### src/design/lpf_pkg.sv
// Shared types and constants for the lidar point filter.
package lpf_pkg;

   localparam int DECIM_W    = 7;
   localparam int INDEX_W    = 6;
   localparam int BLIND_W    = 16;
   localparam int BLIND_SQ_W = 2 * BLIND_W;
   localparam int REFL_W     = 8;
   localparam int STAMP_W    = 48;
   localparam int REL_W      = 32;
   localparam int CSR_DATA_W = 16;

   localparam logic [DECIM_W-1:0] DECIM_MAX   = 7'd64;
   localparam logic [DECIM_W-1:0] DECIM_RESET = 7'd1;
   localparam logic [REFL_W-1:0]  MAX_INT_RESET = 8'd255;

   typedef enum logic [1:0] {
      CSR_DECIMATION     = 2'd0,
      CSR_BLIND_DISTANCE = 2'd1,
      CSR_MIN_INTENSITY  = 2'd2,
      CSR_MAX_INTENSITY  = 2'd3
   } csr_index_type;

endpackage

### src/design/lpf_range_gate.sv
// Squared-range stage: registered coordinate squares, then sum and blind-zone compare.
module lpf_range_gate #(
   parameter int COORD_BITS = 24
) (
   input  logic                              clock,
   input  logic                              load,
   input  logic [COORD_BITS-1:0]             pos_x,
   input  logic [COORD_BITS-1:0]             pos_y,
   input  logic [COORD_BITS-1:0]             pos_z,
   input  logic [lpf_pkg::BLIND_W-1:0]       blind_distance,
   output logic                              far_enough
);

   localparam int SQ_W  = 2 * COORD_BITS;
   localparam int SUM_W = SQ_W + 2;

   logic [COORD_BITS-1:0]            mag_x, mag_y, mag_z;
   logic [SQ_W-1:0]                  sq_x_in, sq_y_in, sq_z_in;
   logic [SQ_W-1:0]                  sq_x_ff, sq_y_ff, sq_z_ff;
   logic [lpf_pkg::BLIND_SQ_W-1:0]   blind_sq_in, blind_sq_ff;
   logic [SUM_W-1:0]                 range_sq;

   // two's complement magnitude; the most negative value still fits unsigned
   assign mag_x = pos_x[COORD_BITS-1] ? (~pos_x + COORD_BITS'(1)) : pos_x;
   assign mag_y = pos_y[COORD_BITS-1] ? (~pos_y + COORD_BITS'(1)) : pos_y;
   assign mag_z = pos_z[COORD_BITS-1] ? (~pos_z + COORD_BITS'(1)) : pos_z;

   assign sq_x_in     = SQ_W'(mag_x) * SQ_W'(mag_x);
   assign sq_y_in     = SQ_W'(mag_y) * SQ_W'(mag_y);
   assign sq_z_in     = SQ_W'(mag_z) * SQ_W'(mag_z);
   assign blind_sq_in = lpf_pkg::BLIND_SQ_W'(blind_distance)
                      * lpf_pkg::BLIND_SQ_W'(blind_distance);

   always_ff @(posedge clock) begin
      if (load) begin
         sq_x_ff     <= sq_x_in;
         sq_y_ff     <= sq_y_in;
         sq_z_ff     <= sq_z_in;
         blind_sq_ff <= blind_sq_in;
      end
   end

   assign range_sq   = SUM_W'(sq_x_ff) + SUM_W'(sq_y_ff) + SUM_W'(sq_z_ff);
   assign far_enough = (range_sq >= SUM_W'(blind_sq_ff));

endmodule

### src/design/lidar_point_filter_top.sv
// Lidar point filter top level: decimation, blind-zone, intensity window, relative time.
//
//  channel  | dir | handshake             | payload
//  ---------+-----+-----------------------+------------------------------------------
//  req_     | in  | req_tvalid/req_tready | tdata point fields, tuser cloud_first
//  rsp_     | out | rsp_tvalid/rsp_tready | tdata kept point, relative and start time
//  csr_     | in  | csr_valid/csr_ready   | csr_index, csr_wdata (always ready)
//
// One word per clock sustained while rsp_tready stays high; a kept point's word passes
// through the input register, square register and result register in turn.
// The three coordinate multipliers feeding the square register set the stage depth.
// A dropped point leaves no word; stages hold under rsp_tready low and refill bubbles.
// Synchronous active-high reset clears valids, point index and start time and sets config defaults.
module lidar_point_filter_top #(
   parameter int COORD_BITS = 24
) (
   input  logic                                  clock,
   input  logic                                  reset,
   // req_tdata: pos_x, pos_y, pos_z, coords_valid, reflectivity, stamp_us, zero pad
   input  logic                                  req_tvalid,
   output logic                                  req_tready,
   input  logic [((3*COORD_BITS+57+7)/8)*8-1:0]  req_tdata,
   // req_tuser: cloud_first
   input  logic                                  req_tuser,
   // rsp_tdata: out_x, out_y, out_z, out_reflectivity, rel_time_us, cloud_start_us, pad
   output logic                                  rsp_tvalid,
   input  logic                                  rsp_tready,
   output logic [((3*COORD_BITS+88+7)/8)*8-1:0]  rsp_tdata,
   input  logic                                  csr_valid,
   output logic                                  csr_ready,
   input  lpf_pkg::csr_index_type                csr_index,
   input  logic [lpf_pkg::CSR_DATA_W-1:0]        csr_wdata
);

   localparam int C      = COORD_BITS;
   localparam int RSP_W  = ((3*COORD_BITS+88+7)/8)*8;
   localparam int RAW_W  = 3*COORD_BITS + 88;
   localparam int VLD_B  = 3*C;
   localparam int REFL_L = 3*C + 1;
   localparam int STMP_L = REFL_L + lpf_pkg::REFL_W;

   // configuration
   logic [lpf_pkg::DECIM_W-1:0] decimation_ff, decimation_in;
   logic [lpf_pkg::BLIND_W-1:0] blind_ff, blind_in;
   logic [lpf_pkg::REFL_W-1:0]  min_int_ff, min_int_in;
   logic [lpf_pkg::REFL_W-1:0]  max_int_ff, max_int_in;

   assign csr_ready = 1'b1;

   always_comb begin
      decimation_in = decimation_ff;
      blind_in      = blind_ff;
      min_int_in    = min_int_ff;
      max_int_in    = max_int_ff;
      if (csr_valid) begin
         case (csr_index)
            lpf_pkg::CSR_DECIMATION:     decimation_in = csr_wdata[lpf_pkg::DECIM_W-1:0];
            lpf_pkg::CSR_BLIND_DISTANCE: blind_in      = csr_wdata;
            lpf_pkg::CSR_MIN_INTENSITY:  min_int_in    = csr_wdata[lpf_pkg::REFL_W-1:0];
            lpf_pkg::CSR_MAX_INTENSITY:  max_int_in    = csr_wdata[lpf_pkg::REFL_W-1:0];
            default: ;
         endcase
      end
   end

   always_ff @(posedge clock) begin
      if (reset) begin
         decimation_ff <= lpf_pkg::DECIM_RESET;
         blind_ff      <= '0;
         min_int_ff    <= '0;
         max_int_ff    <= lpf_pkg::MAX_INT_RESET;
      end else begin
         decimation_ff <= decimation_in;
         blind_ff      <= blind_in;
         min_int_ff    <= min_int_in;
         max_int_ff    <= max_int_in;
      end
   end

   // pipeline flow control
   logic s1_vld_ff, s1_vld_in, s2_vld_ff, s2_vld_in, rsp_vld_ff, rsp_vld_in;
   logic s1_adv, s2_adv, s2_ld, rsp_ld;
   logic far_enough;
   logic s2_cand_ff;

   assign rsp_ld     = !rsp_vld_ff || rsp_tready;
   assign s2_adv     = s2_vld_ff && rsp_ld;
   assign s2_ld      = !s2_vld_ff || s2_adv;
   assign s1_adv     = s1_vld_ff && s2_ld;
   assign req_tready = !s1_vld_ff || s1_adv;

   always_comb begin
      s1_vld_in  = req_tready ? req_tvalid : s1_vld_ff;
      s2_vld_in  = s2_ld ? s1_adv : s2_vld_ff;
      rsp_vld_in = rsp_vld_ff;
      if (rsp_ld) begin
         rsp_vld_in = s2_vld_ff && s2_cand_ff && far_enough;
      end
   end

   always_ff @(posedge clock) begin
      if (reset) begin
         s1_vld_ff  <= 1'b0;
         s2_vld_ff  <= 1'b0;
         rsp_vld_ff <= 1'b0;
      end else begin
         s1_vld_ff  <= s1_vld_in;
         s2_vld_ff  <= s2_vld_in;
         rsp_vld_ff <= rsp_vld_in;
      end
   end

   // stage 1: input register
   logic [C-1:0]                s1_x_ff, s1_y_ff, s1_z_ff;
   logic                        s1_valid_ff, s1_first_ff;
   logic [lpf_pkg::REFL_W-1:0]  s1_refl_ff;
   logic [lpf_pkg::STAMP_W-1:0] s1_stamp_ff;

   always_ff @(posedge clock) begin
      if (req_tready) begin
         s1_x_ff     <= req_tdata[C-1:0];
         s1_y_ff     <= req_tdata[2*C-1:C];
         s1_z_ff     <= req_tdata[3*C-1:2*C];
         s1_valid_ff <= req_tdata[VLD_B];
         s1_refl_ff  <= req_tdata[STMP_L-1:REFL_L];
         s1_stamp_ff <= req_tdata[STMP_L+lpf_pkg::STAMP_W-1:STMP_L];
         s1_first_ff <= req_tuser;
      end
   end

   // cloud state, updated as an item leaves stage 1
   logic [lpf_pkg::INDEX_W-1:0] point_index_ff, point_index_in, idx_cur;
   logic [lpf_pkg::STAMP_W-1:0] start_stamp_ff, start_stamp_in, start_cur, stamp_diff;
   logic [lpf_pkg::DECIM_W-1:0] dec_eff, idx_inc;
   logic [lpf_pkg::REL_W-1:0]   rel_cur;
   logic                        cand_cur;

   always_comb begin
      if (decimation_ff == '0) begin
         dec_eff = lpf_pkg::DECIM_RESET;
      end else if (decimation_ff > lpf_pkg::DECIM_MAX) begin
         dec_eff = lpf_pkg::DECIM_MAX;
      end else begin
         dec_eff = decimation_ff;
      end
      idx_cur   = s1_first_ff ? '0 : point_index_ff;
      start_cur = s1_first_ff ? s1_stamp_ff : start_stamp_ff;
      idx_inc   = {1'b0, idx_cur} + lpf_pkg::DECIM_W'(1);

      point_index_in = point_index_ff;
      start_stamp_in = start_stamp_ff;
      if (s1_adv) begin
         point_index_in = (idx_inc >= dec_eff) ? '0 : idx_inc[lpf_pkg::INDEX_W-1:0];
         start_stamp_in = start_cur;
      end

      stamp_diff = s1_stamp_ff - start_cur;
      if (s1_stamp_ff < start_cur) begin
         rel_cur = '0;
      end else if (|stamp_diff[lpf_pkg::STAMP_W-1:lpf_pkg::REL_W]) begin
         rel_cur = '1;
      end else begin
         rel_cur = stamp_diff[lpf_pkg::REL_W-1:0];
      end

      cand_cur = (idx_cur == '0) && s1_valid_ff
              && (s1_refl_ff >= min_int_ff) && (s1_refl_ff <= max_int_ff);
   end

   always_ff @(posedge clock) begin
      if (reset) begin
         point_index_ff <= '0;
         start_stamp_ff <= '0;
      end else begin
         point_index_ff <= point_index_in;
         start_stamp_ff <= start_stamp_in;
      end
   end

   // stage 2: squares live in the range gate, the rest here
   logic [C-1:0]                s2_x_ff, s2_y_ff, s2_z_ff;
   logic [lpf_pkg::REFL_W-1:0]  s2_refl_ff;
   logic [lpf_pkg::REL_W-1:0]   s2_rel_ff;
   logic [lpf_pkg::STAMP_W-1:0] s2_start_ff;

   always_ff @(posedge clock) begin
      if (s1_adv) begin
         s2_cand_ff  <= cand_cur;
         s2_x_ff     <= s1_x_ff;
         s2_y_ff     <= s1_y_ff;
         s2_z_ff     <= s1_z_ff;
         s2_refl_ff  <= s1_refl_ff;
         s2_rel_ff   <= rel_cur;
         s2_start_ff <= start_cur;
      end
   end

   lpf_range_gate #(
      .COORD_BITS (COORD_BITS)
   ) u_range_gate (
      .clock          (clock),
      .load           (s1_adv),
      .pos_x          (s1_x_ff),
      .pos_y          (s1_y_ff),
      .pos_z          (s1_z_ff),
      .blind_distance (blind_ff),
      .far_enough     (far_enough)
   );

   // result register
   logic [RAW_W-1:0] rsp_word_ff, rsp_word_in;

   assign rsp_word_in = {s2_start_ff, s2_rel_ff, s2_refl_ff, s2_z_ff, s2_y_ff, s2_x_ff};

   always_ff @(posedge clock) begin
      if (rsp_ld && s2_vld_ff) begin
         rsp_word_ff <= rsp_word_in;
      end
   end

   assign rsp_tvalid = rsp_vld_ff;
   assign rsp_tdata  = RSP_W'(rsp_word_ff);

   // checks
   a_rsp_from_s2: assert property (@(posedge clock) disable iff (reset)
      $rose(rsp_vld_ff) |-> $past(s2_vld_ff))
      else $error("result word appeared without an item in stage 2");

   a_empty_ready: assert property (@(posedge clock) disable iff (reset)
      !s1_vld_ff |-> req_tready)
      else $error("input refused while stage 1 is empty");

   a_s2_hold: assert property (@(posedge clock) disable iff (reset)
      (s2_vld_ff && !s2_adv) |=> (s2_vld_ff && $stable(s2_rel_ff) && $stable(s2_cand_ff)))
      else $error("stalled stage 2 item changed");

   a_cloud_start: assert property (@(posedge clock) disable iff (reset)
      (s1_adv && s1_first_ff) |=> (start_stamp_ff == $past(s1_stamp_ff)
                                   && point_index_ff == $past(point_index_in)))
      else $error("cloud start not latched from first point");

endmodule

### config.mk
export PLATFORM = sky130hd
export DESIGN_NAME = lidar_point_filter_top
export DESIGN_NICKNAME = d
export VERILOG_FILES = /design/src/design/lpf_pkg.sv /design/src/design/lpf_range_gate.sv /design/src/design/lidar_point_filter_top.sv
export SDC_FILE = /design/constraint.sdc
export NUM_CORES = 2
export LEC_CHECK = 0
export BUFFER_PORTS_ARGS = -buffer_cell sky130_fd_sc_hd__buf_4
export CAP_MARGIN = 20
export CORE_ASPECT_RATIO = 0.6
export CORE_UTILIZATION = 55
export DETAILED_ROUTE_END_ITERATION = 7
export HOLD_SLACK_MARGIN = 0.03
export PLACE_DENSITY = 0.73
export SKIP_LAST_GASP = 1
export SLEW_MARGIN = 10
export SYNTH_ARGS = -nofsm -noshare
export SYNTH_HDL_FRONTEND = slang
export SYNTH_SLANG_ARGS = --single-unit
export TNS_END_PERCENT = 30
### constraint.sdc
create_clock -name clock -period 11.3 [get_ports clock]
set_input_delay 1.695 -clock clock [delete_from_list [all_inputs] [get_ports clock]]
set_output_delay 1.695 -clock clock [all_outputs]
set_load 0.1 [all_outputs]
==> out/results.ini <==
[global_route]
met2_usage_pct=41.7
grt_remaining_overflow=0
globalRouteTotalUtil_pct=29.4
busiest_layer=met1
antenna_found_initial=5
grt_pass1_vias=63617
met1_usage_pct=44.2
grtUsageMet3_pct=9.48
grt_max_degree=117
grt_pass1_wl_um=359000

[placement]
post-place-ws_ns=0.816
place_area_mm2=0.0925
numPortBuffers=314
dp_hpwl_um=183000
routabilityCongestion=0.982

[critical_path]
cp_num_buf_inv=5
worstSetupStartpointType=flip-flop
regToRegStartpoint=s1_y_ff[4]$_DFFE_PP_
crit_path_max_fanout=13
crit_path_frequent_cell=fa_1
cpMaxStageDelayCell=fa_1
r2r_end=u_range_gate.sq_y_ff[47]$_DFFE_PP_
path_class=flip-flop to flip-flop
cp.required_ns=11.71
cp-startpoint=s1_y_ff[4]$_DFFE_PP_
critical-path-max-stage-delay_ns=0.57
regToRegSetupSlack_ns=0.76
endpoint_kind=flip-flop
cp.arrival_ns=10.95
rr_worst_depth=34
cp_top_family=adder cells

[sta]
fin_skew_ns=0.0427
maxSlewHeadroom_pct=20.8
finalSetupTns_ns=0
hold_violations=0
tightestPinTransition_ns=1.19
max_freq_mhz=94.9
min_period_ns=10.54
maxSlewViolCount=0
timing.final.crit_share_pct=93.3
rsz0062_at_grt=false
fin_ws_ns=0.759
finalSetupViolations=0

[drt]
drt-total-wl_um=229000
drtIter0Drc=5043
drc=0
drtAntennaViolNets=0
drt_first_pass_iters=6
routed_via_density=5.49
route.vias.total=61130
avgRoutedWirePerCell_um=20.5

[logic_synthesis]
postSynthCellCount=8635
synthTopCellsByCount=inv_1 (2130), fa_1 (1436), ha_1 (805)
synth_warnings=0
yosysTopAreaCell=fa_1
syn_area_mm2=0.0872
synth-edff-count=620
synth.top_cell.area_share_pct=33.0
synth_flop_cell=edfxtp_1
yosysMostFrequentCell=inv_1
ys_ff_latch=716
synth_cell_type_count=87
synthArstFlopShare_pct=0
avgSynthCellArea_um2=10.1
netlist_top_cells_area=fa_1 (33%), edfxtp_1 (21%), ha_1 (12%)
seq_area_frac_synth_pct=23.6

[final_layout]
syn2layout_area_growth_pct=8.87
multiInputGateArea_mm2=0.0580
design_area_mm2=0.0949
final_layout_size_suffix_gt1_share_pct=6.66
fillers=12892
finalNetCount=11373
seq_area_mm2=0.0205

[clock_network]
htree_levels=3
cts_resized=0
numCtsBuffers=71
cts_tree=built
cts.sinks=716
cts_root_buf=clkbuf_16
clock_path_buffers=3
clock_latency_ns=0.70
cts_hold_buffers=0
post_cts_buffers=0
clkTransAtPathRegs_ns=0.07

[floorplanning]
num_rows=112
die_area_mm2=0.160
die_x_um=516
pin_count=323
core_mm2=0.156
die_h_um=310
initial_utilization_pct=55.7

[run]
drv_cap=0

[hold_path]
hold_path.class=flip-flop to flip-flop
min_from=s2_start_ff[24]$_DFFE_PP_
worstHoldEndpoint=rsp_tdata[136]$_DFFE_PP_
whs_path_depth=0

[status]
status=finished, final reports clean

metrics by stage:
stage               hold WS, ns  instances  utilization (%)
global placement          0.401      11006             59.1
detailed placement        0.405      11008             59.2
floorplan                 0.400       8685                -
finish                    0.406      11138             60.7
CTS                       0.405      11137             60.7
global route              0.414      11138             60.7
state kept, by name, indices dropped and copies added, names as in the netlist, 31 cells and up:
| signal | count |
|---|---|
| u_range_gate.sq_x_ff | 46 |
| s2_rel_ff | 32 |
| u_range_gate.sq_y_ff | 46 |
| u_range_gate.sq_z_ff | 46 |
| start_stamp_ff | 48 |
| rsp_tdata | 160 |
| u_range_gate.blind_sq_ff | 31 |
| s1_stamp_ff | 48 |
| s2_start_ff | 48 |
cells by family after synthesis:
kind of cell / Yosys count / synth area share (%)
AOI/OAI and AO/OA: 1078 / 7.96
xor gates and xnor gates: 370 / 3.76
adders and majority gates: 2241 / 44.5
buffers and inverters: 2375 / 10.3
DFF: 716 / 23.6
muxes: 76 / 0.883
other: 2 / 0.00862
and+or+nand+nor: 1777 / 9.02
final cells by class:
| class | count | share of cell area (%) |
|---|---|---|
| Antenna cell | 1 | 0.00264 |
| Tap cell | 2109 | 2.78 |
| Multi-Input combinational cell | 5594 | 61.1 |
| Clock buffer | 89 | 2.03 |
| Sequential cell | 716 | 21.6 |
| Timing Repair Buffer | 436 | 3.47 |
| Inverter | 2153 | 8.52 |
| Clock inverter | 40 | 0.468 |
layer usage:
metal / routed length [µm] / share of wire, % / up-vias
li1: - / - / 27715
met1: 103000 / 45 / 30356
met2: 93200 / 41 / 2751
met3: 28000 / 12 / 302
met4: 4100 / 1.8 / 6
met5: 35 / 0.015 / -
worst max path at each step:
stage / cells past startpoint / slack, ns / endpoint
2_1_floorplan: 37 / 1.18 / u_range_gate.sq_y_ff[47]$_DFFE_PP_
3_3_place_gp: 35 / 1.00 / u_range_gate.sq_y_ff[47]$_DFFE_PP_
3_5_place_dp: 34 / 0.82 / u_range_gate.sq_y_ff[47]$_DFFE_PP_
4_1_cts: 34 / 0.79 / u_range_gate.sq_y_ff[47]$_DFFE_PP_
5_1_grt: 31 / 0.25 / u_range_gate.sq_y_ff[42]$_DFFE_PP_
6_report: 34 / 0.76 / u_range_gate.sq_y_ff[47]$_DFFE_PP_
placed cells by master, fill, tap and decap left out, drive strengths merged, types with 52 or more instances in the layout:
master / Yosys / routed
inv: 2139 / 2147
fa: 1436 / 1436
ha: 805 / 805
nand2: 718 / 718
edfxtp: 620 / 620
nor2: 583 / 583
buf: 21 / 436
a21oi: 373 / 373
xnor2: 240 / 240
a21o: 168 / 168
o21ai: 155 / 155
xor2: 130 / 130
dfxtp: 96 / 96
clkbuf: 201 / 89
and2: 86 / 86
mux2i: 69 / 69
a211oi: 69 / 69
nand3: 69 / 69
nand2b: 64 / 64
conb: 2 / 52
Power is left out: the tool's default activity adds up to more than one toggle a clock period on the data nets, which glitch-free logic cannot reach.
